===== config.mk =====
export PLATFORM = sky130hd
export DESIGN_NAME = imu_frame_parser_unit_flat
export DESIGN_NICKNAME = d
export VERILOG_FILES = /design/src/hw/rtl/imu_fp_pkg.sv /design/src/hw/rtl/imu_fp_if.sv /design/src/hw/rtl/imu_fp_mac.sv /design/src/hw/rtl/imu_fp_rx.sv /design/src/hw/rtl/imu_frame_parser_unit.sv /design/src/flat_wrapper.sv
export SDC_FILE = /design/constraint.sdc
export NUM_CORES = 1
export LEC_CHECK = 0
export BUFFER_PORTS_ARGS = -buffer_cell sky130_fd_sc_hd__buf_2
export CORE_MARGIN = 4
export CORE_UTILIZATION = 49
export CTS_CLUSTER_SIZE = 24
export DETAILED_ROUTE_END_ITERATION = 8
export PLACE_DENSITY = 0.66
export SYNTH_ARGS = -nofsm -noshare
export SYNTH_HDL_FRONTEND = slang
export SYNTH_SLANG_ARGS = --single-unit

===== constraint.sdc =====
create_clock -name clk -period 11.2 [get_ports clk]
set_input_delay 0.56 -clock clk [delete_from_list [all_inputs] [get_ports clk]]
set_output_delay 0.56 -clock clk [all_outputs]
set_load 0.005 [all_outputs]

===== src/hw/rtl/imu_fp_pkg.sv =====
// Shared types, constants and scaling helpers for the IMU frame parser.
`default_nettype none
package imu_fp_pkg;

  // Frame bytes
  localparam logic [7:0] HDR_BYTE   = 8'h55;
  localparam logic [7:0] TYPE_RATE  = 8'h52;
  localparam logic [7:0] TYPE_ANGLE = 8'h53;

  // Frame kinds as reported on the result channel
  localparam logic KIND_RATE  = 1'b0;
  localparam logic KIND_ANGLE = 1'b1;

  // Scale factors: rate is raw*125>>7, angle is raw*45>>9
  localparam logic [8:0] RATE_MUL    = 9'd125;
  localparam logic [8:0] ANGLE_MUL   = 9'd45;
  localparam int         RATE_SHIFT  = 7;
  localparam int         ANGLE_SHIFT = 9;
  localparam int         FILT_SHIFT  = 8;
  localparam logic [8:0] K_FULL      = 9'd256;

  localparam int PAY_BYTES = 8;
  localparam int ACC_W     = 26;

  // Receive framing phase; the unused code behaves as hunting
  typedef enum logic [1:0] {
    PH_HUNT = 2'd0,
    PH_TYPE = 2'd1,
    PH_DATA = 2'd2
  } phase_t;

  // Result sequencer states
  typedef enum logic [2:0] {
    S_IDLE  = 3'd0,
    S_ROLL  = 3'd1,
    S_PITCH = 3'd2,
    S_YAW   = 3'd3,
    S_MIXA  = 3'd4,
    S_MIXB  = 3'd5,
    S_DONE  = 3'd6
  } seq_t;

  // Framer status toward the sequencer
  typedef struct packed {
    logic frame_ok;  // checksum byte transferred and matched
    logic kind;      // kind of the frame held in the payload store
  } rx_stat_t;

  // Raw little-endian payload words
  typedef struct packed {
    logic signed [15:0] roll;
    logic signed [15:0] pitch;
    logic signed [15:0] yaw;
  } rx_words_t;

  // One command to the shared multiply-accumulate unit
  typedef struct packed {
    logic               en;
    logic               clr;
    logic signed [15:0] a;
    logic [8:0]         b;
  } mac_op_t;

  // Floor-shift a product down to a 16-bit value for the given frame kind
  function automatic logic signed [15:0] imu_scale(input logic signed [ACC_W-1:0] p,
                                                   input logic kind);
    logic signed [ACC_W-1:0] s;
    s = (kind == KIND_ANGLE) ? (p >>> ANGLE_SHIFT) : (p >>> RATE_SHIFT);
    return s[15:0];
  endfunction

endpackage
`default_nettype wire


===== src/hw/rtl/imu_fp_if.sv =====
// Valid/ready channel interfaces for received bytes and parsed results.
`default_nettype none
interface imu_fp_in_if;
  logic       valid;
  logic       ready;
  logic [7:0] rx_byte;

  modport source (output valid, output rx_byte, input ready);
  modport sink   (input valid, input rx_byte, output ready);
endinterface

interface imu_fp_out_if;
  logic               valid;
  logic               ready;
  logic               frame_kind;
  logic signed [15:0] pitch_value;
  logic signed [15:0] roll_value;
  logic signed [15:0] yaw_value;

  modport source (output valid, output frame_kind, output pitch_value, output roll_value,
                  output yaw_value, input ready);
  modport sink   (input valid, input frame_kind, input pitch_value, input roll_value,
                  input yaw_value, output ready);
endinterface
`default_nettype wire


===== src/hw/rtl/imu_fp_mac.sv =====
// Shared signed multiply-accumulate unit, one operation per cycle.
`default_nettype none
module imu_fp_mac (
  input  wire logic                             clk,
  input  wire imu_fp_pkg::mac_op_t              op,
  output logic signed [imu_fp_pkg::ACC_W-1:0]   acc
);
  import imu_fp_pkg::*;

  logic signed [ACC_W-1:0] acc_r;
  logic signed [ACC_W-1:0] acc_nxt;
  logic signed [ACC_W-1:0] prod;

  // Multiply signed operand by unsigned weight
  assign prod = ACC_W'(op.a) * ACC_W'($signed({1'b0, op.b}));

  // Clear or accumulate
  always_comb begin
    acc_nxt = op.clr ? prod : ACC_W'(acc_r + prod);
  end

  always_ff @(posedge clk) begin
    if (op.en) begin
      acc_r <= acc_nxt;
    end
  end

  assign acc = acc_r;

endmodule
`default_nettype wire


===== src/hw/rtl/imu_fp_rx.sv =====
// Byte framer: header hunt, type decode, payload store and checksum.
`default_nettype none
module imu_fp_rx (
  input  wire logic                  clk,
  input  wire logic                  rst_n,
  input  wire logic                  byte_xfer,
  input  wire logic [7:0]            rx_byte,
  output imu_fp_pkg::rx_stat_t       stat,
  output imu_fp_pkg::rx_words_t      words
);
  import imu_fp_pkg::*;

  phase_t     phase_r, phase_nxt;
  logic       kind_r, kind_nxt;
  logic [3:0] idx_r, idx_nxt;
  logic [7:0] sum_r, sum_nxt;
  logic [7:0] pay_r [PAY_BYTES];
  logic       pay_we;
  logic       frame_ok;

  // Decode one transferred byte
  always_comb begin
    phase_nxt = phase_r;
    kind_nxt  = kind_r;
    idx_nxt   = idx_r;
    sum_nxt   = sum_r;
    pay_we    = 1'b0;
    frame_ok  = 1'b0;
    if (byte_xfer) begin
      unique case (phase_r)
        PH_TYPE: begin
          if (rx_byte == TYPE_RATE || rx_byte == TYPE_ANGLE) begin
            kind_nxt  = (rx_byte == TYPE_ANGLE) ? KIND_ANGLE : KIND_RATE;
            sum_nxt   = 8'(sum_r + rx_byte);
            idx_nxt   = 4'd0;
            phase_nxt = PH_DATA;
          end else begin
            phase_nxt = PH_HUNT;
          end
        end
        PH_DATA: begin
          if (!idx_r[3]) begin
            pay_we  = 1'b1;
            sum_nxt = 8'(sum_r + rx_byte);
            idx_nxt = 4'(idx_r + 4'd1);
          end else begin
            phase_nxt = PH_HUNT;
            idx_nxt   = 4'd0;
            frame_ok  = (rx_byte == sum_r);
          end
        end
        default: begin
          phase_nxt = PH_HUNT;
          if (rx_byte == HDR_BYTE) begin
            sum_nxt   = HDR_BYTE;
            phase_nxt = PH_TYPE;
          end
        end
      endcase
    end
  end

  // Control state
  always_ff @(posedge clk) begin
    if (!rst_n) begin
      phase_r <= PH_HUNT;
      kind_r  <= KIND_RATE;
      idx_r   <= 4'd0;
      sum_r   <= 8'd0;
    end else begin
      phase_r <= phase_nxt;
      kind_r  <= kind_nxt;
      idx_r   <= idx_nxt;
      sum_r   <= sum_nxt;
    end
  end

  // Payload store
  always_ff @(posedge clk) begin
    if (pay_we) begin
      pay_r[idx_r[2:0]] <= rx_byte;
    end
  end

  assign stat.frame_ok = frame_ok;
  assign stat.kind     = kind_r;
  assign words.roll    = {pay_r[1], pay_r[0]};
  assign words.pitch   = {pay_r[3], pay_r[2]};
  assign words.yaw     = {pay_r[5], pay_r[4]};

endmodule
`default_nettype wire


===== src/hw/rtl/imu_frame_parser_unit.sv =====
// Top level: framer, multiply-accumulate sequencer, yaw-rate filter and result register.
// Bytes are accepted while the sequencer is idle; after the checksum byte of a good frame the
// sequencer steps through roll, pitch and yaw (then MIXA and MIXB for a rate frame) on the
// single shared multiply-accumulate unit before it loads the result register.
// Throughput: one byte per cycle while idle; ready drops while a good frame is sequenced, more if out stalls.
// Reset (rst_n low, synchronous) returns to header hunt, clears filter weight and state.
`default_nettype none
module imu_frame_parser_unit (
  input  wire logic       clk,
  input  wire logic       rst_n,
  imu_fp_in_if.sink       in_ch,
  imu_fp_out_if.source    out_ch,
  input  wire logic       cfg_we,
  input  wire logic [8:0] cfg_wdata
);
  import imu_fp_pkg::*;

  rx_stat_t                stat;
  rx_words_t               words;
  mac_op_t                 op;
  logic signed [ACC_W-1:0] acc;
  logic                    byte_xfer;

  seq_t                    seq_r, seq_nxt;
  logic [8:0]              filter_k_r;
  logic [8:0]              k_sat;
  logic signed [15:0]      roll_cap_r;
  logic signed [15:0]      pitch_cap_r;
  logic signed [15:0]      yf_r;
  logic signed [15:0]      mix_val;
  logic signed [15:0]      yaw_res;
  logic [8:0]              coef;
  logic                    cap_roll;
  logic                    cap_pitch;
  logic                    load_out;

  logic                    out_valid_r, out_valid_nxt;
  logic                    out_kind_r;
  logic signed [15:0]      out_pitch_r;
  logic signed [15:0]      out_roll_r;
  logic signed [15:0]      out_yaw_r;

  // Framer
  assign in_ch.ready = (seq_r == S_IDLE);
  assign byte_xfer   = in_ch.valid && in_ch.ready;

  imu_fp_rx u_rx (
    .clk       (clk),
    .rst_n     (rst_n),
    .byte_xfer (byte_xfer),
    .rx_byte   (in_ch.rx_byte),
    .stat      (stat),
    .words     (words)
  );

  // Shared multiply-accumulate unit
  imu_fp_mac u_mac (
    .clk (clk),
    .op  (op),
    .acc (acc)
  );

  // Configuration register
  always_ff @(posedge clk) begin
    if (!rst_n) begin
      filter_k_r <= 9'd0;
    end else if (cfg_we) begin
      filter_k_r <= cfg_wdata;
    end
  end

  assign k_sat = (filter_k_r > K_FULL) ? K_FULL : filter_k_r;
  assign coef  = (stat.kind == KIND_ANGLE) ? ANGLE_MUL : RATE_MUL;

  // Filtered yaw is the floor of the accumulated mix over 256
  always_comb begin
    logic signed [ACC_W-1:0] mix_sh;
    mix_sh  = acc >>> FILT_SHIFT;
    mix_val = mix_sh[15:0];
  end

  assign yaw_res  = (stat.kind == KIND_ANGLE) ? imu_scale(acc, KIND_ANGLE) : mix_val;
  assign load_out = (seq_r == S_DONE) && (!out_valid_r || out_ch.ready);

  // Sequencer next state
  always_comb begin
    seq_nxt = seq_r;
    unique case (seq_r)
      S_IDLE:  if (stat.frame_ok) seq_nxt = S_ROLL;
      S_ROLL:  seq_nxt = S_PITCH;
      S_PITCH: seq_nxt = S_YAW;
      S_YAW:   seq_nxt = (stat.kind == KIND_ANGLE) ? S_DONE : S_MIXA;
      S_MIXA:  seq_nxt = S_MIXB;
      S_MIXB:  seq_nxt = S_DONE;
      S_DONE:  if (load_out) seq_nxt = S_IDLE;
      default: seq_nxt = S_IDLE;
    endcase
  end

  // Sequencer outputs: unit command and capture strobes
  always_comb begin
    op        = '0;
    cap_roll  = 1'b0;
    cap_pitch = 1'b0;
    unique case (seq_r)
      S_ROLL: begin
        op = '{en: 1'b1, clr: 1'b1, a: words.roll, b: coef};
      end
      S_PITCH: begin
        cap_roll = 1'b1;
        op       = '{en: 1'b1, clr: 1'b1, a: words.pitch, b: coef};
      end
      S_YAW: begin
        cap_pitch = 1'b1;
        op        = '{en: 1'b1, clr: 1'b1, a: words.yaw, b: coef};
      end
      S_MIXA: begin
        op = '{en: 1'b1, clr: 1'b1, a: imu_scale(acc, KIND_RATE),
               b: 9'(K_FULL - k_sat)};
      end
      S_MIXB: begin
        op = '{en: 1'b1, clr: 1'b0, a: yf_r, b: k_sat};
      end
      default: begin
        op = '0;
      end
    endcase
  end

  // Sequencer state
  always_ff @(posedge clk) begin
    if (!rst_n) begin
      seq_r <= S_IDLE;
    end else begin
      seq_r <= seq_nxt;
    end
  end

  // Hold scaled roll and pitch until the frame is done
  always_ff @(posedge clk) begin
    if (cap_roll) begin
      roll_cap_r <= imu_scale(acc, stat.kind);
    end
    if (cap_pitch) begin
      pitch_cap_r <= imu_scale(acc, stat.kind);
    end
  end

  // Advance filtered yaw rate only when a rate result is handed over
  always_ff @(posedge clk) begin
    if (!rst_n) begin
      yf_r <= 16'sd0;
    end else if (load_out && stat.kind == KIND_RATE) begin
      yf_r <= mix_val;
    end
  end

  // Result register
  always_comb begin
    out_valid_nxt = out_valid_r;
    if (load_out) begin
      out_valid_nxt = 1'b1;
    end else if (out_ch.ready) begin
      out_valid_nxt = 1'b0;
    end
  end

  always_ff @(posedge clk) begin
    if (!rst_n) begin
      out_valid_r <= 1'b0;
    end else begin
      out_valid_r <= out_valid_nxt;
    end
  end

  always_ff @(posedge clk) begin
    if (load_out) begin
      out_kind_r  <= stat.kind;
      out_pitch_r <= pitch_cap_r;
      out_roll_r  <= roll_cap_r;
      out_yaw_r   <= yaw_res;
    end
  end

  assign out_ch.valid       = out_valid_r;
  assign out_ch.frame_kind  = out_kind_r;
  assign out_ch.pitch_value = out_pitch_r;
  assign out_ch.roll_value  = out_roll_r;
  assign out_ch.yaw_value   = out_yaw_r;

  // A good checksum always starts the sequence
  a_start: assert property (@(posedge clk) disable iff (!rst_n)
    (seq_r == S_IDLE && stat.frame_ok) |=> (seq_r == S_ROLL))
    else $error("good frame did not start the sequencer");

  // A result appears only out of the final sequencer step
  a_src: assert property (@(posedge clk) disable iff (!rst_n)
    $rose(out_valid_r) |-> ($past(seq_r) == S_DONE))
    else $error("result valid rose outside the final step");

  // A pending rate result carries the stored filter value
  a_filt: assert property (@(posedge clk) disable iff (!rst_n)
    (out_valid_r && out_kind_r == KIND_RATE) |-> (out_yaw_r == yf_r))
    else $error("rate yaw differs from filter state");

endmodule
`default_nettype wire


===== src/flat_wrapper.sv =====
// flat-port wrapper written by rule: the top's interface ports become plain ports
module imu_frame_parser_unit_flat import imu_fp_pkg::*;
  (clk, rst_n, cfg_we, cfg_wdata, in_ch_valid, in_ch_rx_byte, in_ch_ready, out_ch_valid, out_ch_frame_kind, out_ch_pitch_value, out_ch_roll_value, out_ch_yaw_value, out_ch_ready);
  imu_fp_in_if in_ch_i ();
  imu_fp_out_if out_ch_i ();
  input  wire logic clk;
  input  wire logic rst_n;
  input  wire logic cfg_we;
  input  wire logic [8:0] cfg_wdata;
  input wire logic [$bits(in_ch_i.valid)-1:0] in_ch_valid;
  input wire logic [$bits(in_ch_i.rx_byte)-1:0] in_ch_rx_byte;
  output wire logic [$bits(in_ch_i.ready)-1:0] in_ch_ready;
  output wire logic [$bits(out_ch_i.valid)-1:0] out_ch_valid;
  output wire logic [$bits(out_ch_i.frame_kind)-1:0] out_ch_frame_kind;
  output wire logic [$bits(out_ch_i.pitch_value)-1:0] out_ch_pitch_value;
  output wire logic [$bits(out_ch_i.roll_value)-1:0] out_ch_roll_value;
  output wire logic [$bits(out_ch_i.yaw_value)-1:0] out_ch_yaw_value;
  input wire logic [$bits(out_ch_i.ready)-1:0] out_ch_ready;
  assign in_ch_i.valid = in_ch_valid;
  assign in_ch_i.rx_byte = in_ch_rx_byte;
  assign in_ch_ready = in_ch_i.ready;
  assign out_ch_valid = out_ch_i.valid;
  assign out_ch_frame_kind = out_ch_i.frame_kind;
  assign out_ch_pitch_value = out_ch_i.pitch_value;
  assign out_ch_roll_value = out_ch_i.roll_value;
  assign out_ch_yaw_value = out_ch_i.yaw_value;
  assign out_ch_i.ready = out_ch_ready;
  imu_frame_parser_unit u_core (.clk(clk), .rst_n(rst_n), .in_ch(in_ch_i), .out_ch(out_ch_i), .cfg_we(cfg_we), .cfg_wdata(cfg_wdata));
endmodule

**Yosys cells after proc, flatten, opt, wreduce, memory -nomap -nowiden**

Memories as Yosys holds them, arrays and structs flattened.
Cells that the tools add are included.

- Add/sub/neg operators: 4
- $mul: 1
- Divide/modulo/power cells: 0
- $lt $le $gt $ge: 1
- Eq/ne operators: 17
- Shifts and indexed selects: 0
- Mux-type cells: 34
- Bitwise gates (word level): 1
- Reduce and logical (&&, ||, !) cells: 15

Operator list:

| operator | count |
|---|---|
| 27-bit one-hot mux with 5 select lines | 1 |
| 16-bit two-way mux | 2 |
| 26-bit adder | 1 |
| 16-bit by 10-bit multiplier with 26-bit output | 1 |
| 26-bit two-way mux | 1 |
| 8-bit by 7-bit equality test with 1-bit output (second input constant) | 3 |
| 8-bit two-way mux | 3 |
| 3-bit one-hot mux with 7 select lines | 1 |
| 8-bit one-hot mux with 2 select lines | 1 |
| 1-bit two-way mux | 14 |
| 3-bit equality test (second input constant) | 3 |
| 9-bit > comparator (second input constant) | 1 |
| 9-bit two-way mux | 1 |
| 9-bit subtractor (first input constant) | 1 |
| 8-bit adder | 1 |
| 8-bit equality test | 1 |
| 4-bit two-way mux | 2 |
| 2-bit != test (second input constant) | 4 |
| 4-bit one-hot mux with 2 select lines | 1 |
| 7-bit two-way mux | 1 |
| 3-bit by 2-bit equality test with 1-bit output (second input constant) | 2 |
| 2-bit two-way mux | 3 |
| 3-bit two-way mux | 2 |
| 3-bit AND reduction | 2 |
| other kinds (15) | 20 |

- Flip-flop bits (word level): 151
- Bits in latches: 0
- RAM bits: 64
- ROM bits: 0
- Bits of input ports: 22
- Output and inout port bits: 51
- Logic and storage cells: 89
- Memories kept: 1

Memory list:

| name | depth | bits a word | read ports | clocked after memory_dff | wr ports | line | source |
|---|---|---|---|---|---|---|---|
| u_core.u_rx.pay_r | 8 | 8 | 6 | 0 | 1 | imu_fp_rx.sv:17 | `logic [7:0] pay_r [PAY_BYTES];` |

**Longest topological paths before layout**

- Word-level depth: 7
- Mapped depth: 39
- Depth with buffers taken out: 37

**Hierarchy**

A second synthesis with hierarchy kept.

- Cell total of the unflattened synthesis: 1441
- Area, all modules: 15177.1 µm²

Modules (own cells, without submodules):

| module | instances | cells each | area an instance (µm²) | sequential area each (µm²) |
|---|---|---|---|---|
| imu_fp_mac | 1 | 845 | 7692.4 | 780.7 |
| imu_frame_parser_unit | 1 | 397 | 4819.6 | 3012.9 |
| imu_fp_rx | 1 | 199 | 2665.1 | 1741.7 |

**Least setup slack after synthesis**

Ideal clock, no wire load.

- Kind: register to register
- Start: reg u_core.seq_r[1]
- End: reg u_core.u_mac.acc_r[23] (netlist: u_core.u_mac.acc[23]), data pin
- Setup time: 0.260 ns
- Arrival time: 8.374 ns
- Data required time: 10.940 ns
- Setup slack: 2.566 ns
- Cell stages (with the launch flop): 37
- Buffers on the path: 2
- Period minus slack after synthesis: 8.634 ns
- Cells stage by stage: dfxtp_1 > clkbuf_1 > inv_1 > nor3_1 > clkbuf_1 > a22oi_1 > a21oi_1 > nand2_1 > fa_1 > inv_1 > fa_1 > inv_1 > fa_1 > inv_1 > fa_1 > inv_1 > fa_1 > inv_1 > ha_1 > o21a_1 > nor2_1 > a21oi_1 > a21oi_1 > o21bai_1 > a21oi_1 > o21ai_0 > xor2_1 > ha_1 > nand3_1 > nand3b_1 > a21o_1 > a41o_1 > a211o_1 > o21ai_1 > a31oi_1 > xnor2_1 > mux2_2

- Longest elaborated chain between the ends: 5
- Elaborated cells between the ends (all ways): 9
- Classes of those cells: add/sub: 1; mul: 1; eq/ne: 5; mux: 2

RTL lines:

| item | line | source |
|---|---|---|
| from (decl) | imu_frame_parser_unit.sv:24 | `seq_t seq_r, seq_nxt;` |
| from (signal assigned) | imu_frame_parser_unit.sv:135 | `seq_r <= seq_nxt;` |
| 3-bit equality test, or another cell as far along | imu_frame_parser_unit.sv:105 | `unique case (seq_r)` |
| 27-bit one-hot mux with 5 select lines * | imu_frame_parser_unit.sv:105 |  |
| 16-bit by 10-bit multiplier with 26-bit output | imu_fp_mac.sv:15 | `assign prod = ACC_W'(op.a) * ACC_W'($signed({1'b0, op.b}));` |
| 26-bit adder | imu_fp_mac.sv:19 | `acc_nxt = op.clr ? prod : ACC_W'(acc_r + prod);` |
| 26-bit two-way mux * | imu_fp_mac.sv:19 |  |
| via u_core.u_mac.acc_nxt[23] | imu_fp_mac.sv:11 | `logic signed [ACC_W-1:0] acc_nxt;` |
| to (signal assigned) | imu_fp_mac.sv:24 | `acc_r <= acc_nxt;` |
| to (decl) | imu_fp_mac.sv:10 | `logic signed [ACC_W-1:0] acc_r;` |

The timed path passes the listed nets; every way through them passes the cells marked *.
A chain may end at the register's enable or synchronous reset.

**Final worst setup path**

- Start: reg u_core.seq_r[0]
- End: reg u_core.u_mac.acc_r[23] (netlist: u_core.u_mac.acc[23]), data pin

Same word-level chain as after synthesis.

==> results.json <==
{
  "status": "finished, final reports clean",
  "firstDrtPassIters": 6,
  "clk-insertion-delay-late_ns": 0.44,
  "die_area_um2": 32500,
  "synthCells": 1440,
  "final-max-slew-violation-count": 0,
  "postCtsResizedCells": 0,
  "worstReg2RegStart": "u_core.seq_r[0]",
  "setup_ws_ns": 1.19,
  "routedWlPerCell_um": 18.1,
  "drive_above_1_share_pct": 9.81,
  "critical_path_arrival_ns": 10.19,
  "postSynthNetCount": 1677,
  "synth_area_per_cell_um2": 10.1,
  "critical_path.startpoint": "u_core.seq_r[0]",
  "synth.lib_cells_used.distinct": 67,
  "timing.fmax_mhz": 99.9,
  "cts-buffers-inserted": 17,
  "hold_violations": 0,
  "floorplan.core_area_um2": 29000,
  "first_global_vias": 10516,
  "initialDrtViolationCount": 840,
  "numClockSinks": 198,
  "tns_ns": 0,
  "port-buffer-count": 72,
  "num_io_pins": 73,
  "leakagePower_nw": 6.78,
  "detailedPlace.worstSlack_ns": 1.42,
  "postRouteWirelength_um": 34200,
  "synth_area_um2": 14500,
  "finalNetCount": 1733,
  "worst_slew_margin_rel_pct": 26.0,
  "dominantRegCellSynth": "edfxtp_1",
  "finalCritPeriodShare_pct": 89.3,
  "clkSlewWorstSetupHoldPaths_ns": 0.08,
  "final.min_clock_period_ns": 10.01,
  "ys_async_sr_fraction_pct": 0,
  "ys_seq_elements": 198,
  "dpl-instance-area_um2": 15300,
  "fin_total_pwr_mw": 1.65,
  "critical-path-max-stage-delay_ns": 0.96,
  "placementRows": 62,
  "drc": 0,
  "syn_to_final_growth_pct": 9.37,
  "vias": 10454,
  "grt_setup_unrepaired": "no",
  "starting_density_pct": 50.1,
  "half_perimeter_wire_length_after_detailed_placement_um": 26400,
  "timing.max_cap.violations": 0,
  "holdCritPathClass": "in2reg",
  "clock_tree.buffer_depth": 2,
  "timing.critical_path.slowest_stage_cell": "dfxtp_1",
  "p_per_area_nw_per_um2": 104,
  "globalRouteOverflowTotal": 0,
  "fin_worst_hold_slack_ns": 0.375,
  "antenna_cells": 0,
  "max-vdd-ir-drop_v": 0.0000973,
  "post-cts-setup-buffer-count": 0,
  "antenna_found_initial": 0,
  "clockRootBuffer": "clkbuf_16",
  "number_of_flops_mapped_to_enable_cells_by_yosys": 154,
  "gp_routability_congestion": 0.904,
  "seq_area_frac_synth_pct": 37.9,
  "post_drt_via_cell_ratio": 5.52,
  "critPathKind": "reg2reg",
  "floorplan.die.height_um": 180,
  "timing_worst_slew_pin_value_ns": 1.10,
  "most-common-layout-cells": "190 x nand2_1, 170 x inv_1, 154 x edfxtp_1",
  "instance_count_after_placement_with_tap_cells_included": 1861,
  "yosys_warnings": 0,
  "worstPathRequired_ns": 11.39,
  "grt_util_all_layers_pct": 21.3,
  "instances_no_fill": 1893,
  "grt_first_pass_wirelength_um": 55900,
  "post-route-cell-area_um2": 15900,
  "ctsHoldBuffers": 0,
  "h_tree_depth": 4,
  "layout_commonest_cell": "nand2_1",
  "grt_start_max_net_pins": 47,
  "crit_path_max_fanout": 31,
  "final_core_utilization_pct": 54.8,
  "cp-start-kind": "register",
  "setup_viol": 0,
  "endpoint_kind": "register",
  "die_w_um": 180,
  "fin_worst_skew_ns": 0.0175,
  "detail-route-antenna-nets": 0,
  "hp-start": "cfg_wdata[5]",
  "cts_tree": "done"
}
==> path summary, 6_finish.rpt <==
check	to	slack, ns	cells after the start
setup / recovery	u_core.u_mac.acc[23]	1.19	34
hold / removal	u_core.filter_k_r[5]	0.38	3
setup reg to reg	u_core.u_mac.acc[23]	1.19	34
hold reg to reg	u_core.out_ch.pitch_value[6]	0.41	0
==> logic make-up after synthesis <==
family / count (synthesis) / share of synthesized area, %
flip-flops: 198 / 37.9
XOR/XNOR: 61 / 3.77
multiplexers: 30 / 2.13
AND/OR/NAND/NOR: 479 / 14.9
buffers and inverters: 221 / 5.74
adder cells (fa/ha/maj): 215 / 24.8
AO/OA/AOI/OAI: 236 / 10.8
==> worst max-delay path: cells and delay by family (launching register included) <==
kind,cells,cell delay (ns)
AOI/OAI and AO/OA,12,2.56
xor gates and xnor gates,2,0.32
adders and majority gates,7,3.25
buffers and inverters,7,1.09
DFF,1,0.96
muxes,1,0.26
and+or+nand+nor,5,1.29
==> state kept, by name, indices dropped and copies added (netlist names), 3 cells and up <==
signal                     count
u_core.filter_k_r              9
u_core.out_ch.pitch_value     16
u_core.out_ch.roll_value      16
u_core.out_ch.yaw_value       16
u_core.pitch_cap_r            16
u_core.roll_cap_r             16
u_core.seq_r                   3
u_core.u_mac.acc              25
u_core.u_rx.idx_r              4
u_core.u_rx.pay_r             48
u_core.u_rx.sum_r              8
u_core.yf_r                   16
==> metal layers <==
| metal | vias up | part of all wire, % | global-route usage, % |
|---|---|---|---|
| met5 | - | 0 | 0 |
| met4 | 0 | 2.3 | 5.63 |
| met3 | 53 | 5.5 | 4.14 |
| met2 | 288 | 48 | 34.7 |
| met1 | 5145 | 44 | 29.5 |
| li1 | 4968 | - | - |
==> cell type report <==
class                           instances  area [µm²]
Inverter                              172         646
Tap cell                              384         480
Sequential cell                       198        5510
Clock buffer                           18         429
Multi-Input combinational cell       1021        8230
Clock inverter                         14         150
Fill cell                            2621       13100
Timing Repair Buffer                   86         465
==> power breakdown <==
part / leakage (nW) / internal (mW) / switching [mW]
sequential: 1.75 / 0.816 / 0.0243
clock: 0.283 / 0.300 / 0.311
combinational: 4.75 / 0.0655 / 0.133
==> cells in the mapped netlist (3+ instances only) <==
| cell | n | area (µm²) |
|---|---|---|
| nand2_1 | 190 | 713 |
| inv_1 | 170 | 638 |
| edfxtp_1 | 154 | 4620 |
| nor2_1 | 126 | 473 |
| fa_1 | 121 | 2420 |
| ha_1 | 94 | 1180 |
| a21oi_1 | 65 | 325 |
| o21ai_0 | 48 | 240 |
| xnor2_1 | 45 | 394 |
| dfxtp_1 | 44 | 881 |
| clkbuf_1 | 43 | 161 |
| nand2b_1 | 43 | 269 |
| nor2b_1 | 32 | 200 |
| nand3_1 | 26 | 130 |
| mux2i_1 | 22 | 220 |
| nor3_1 | 22 | 110 |
| a21boi_0 | 20 | 150 |
| xor2_1 | 15 | 131 |
| a21o_1 | 14 | 105 |
| or2_2 | 12 | 75.1 |
| o21a_1 | 10 | 75.1 |
| a211oi_1 | 9 | 67.6 |
| a221o_1 | 9 | 90.1 |
| mux2_2 | 8 | 90.1 |
| o21bai_1 | 6 | 45.0 |
| and2_1 | 5 | 31.3 |
| o31ai_1 | 5 | 37.5 |
| or3_1 | 5 | 31.3 |
| a211o_1 | 4 | 35.0 |
| a221oi_1 | 4 | 35.0 |
| a22oi_1 | 4 | 30.0 |
| buf_2 | 4 | 20.0 |
| nand4_1 | 4 | 25.0 |
| o311a_1 | 4 | 40.0 |
| a222oi_1 | 3 | 30.0 |
| a22o_1 | 3 | 26.3 |
| a31oi_1 | 3 | 18.8 |
| nor4_1 | 3 | 18.8 |
| nor4b_1 | 3 | 26.3 |
| o21ai_1 | 3 | 15.0 |
| o22ai_1 | 3 | 18.8 |
Note: power is estimated with default switching activity, not from simulation.
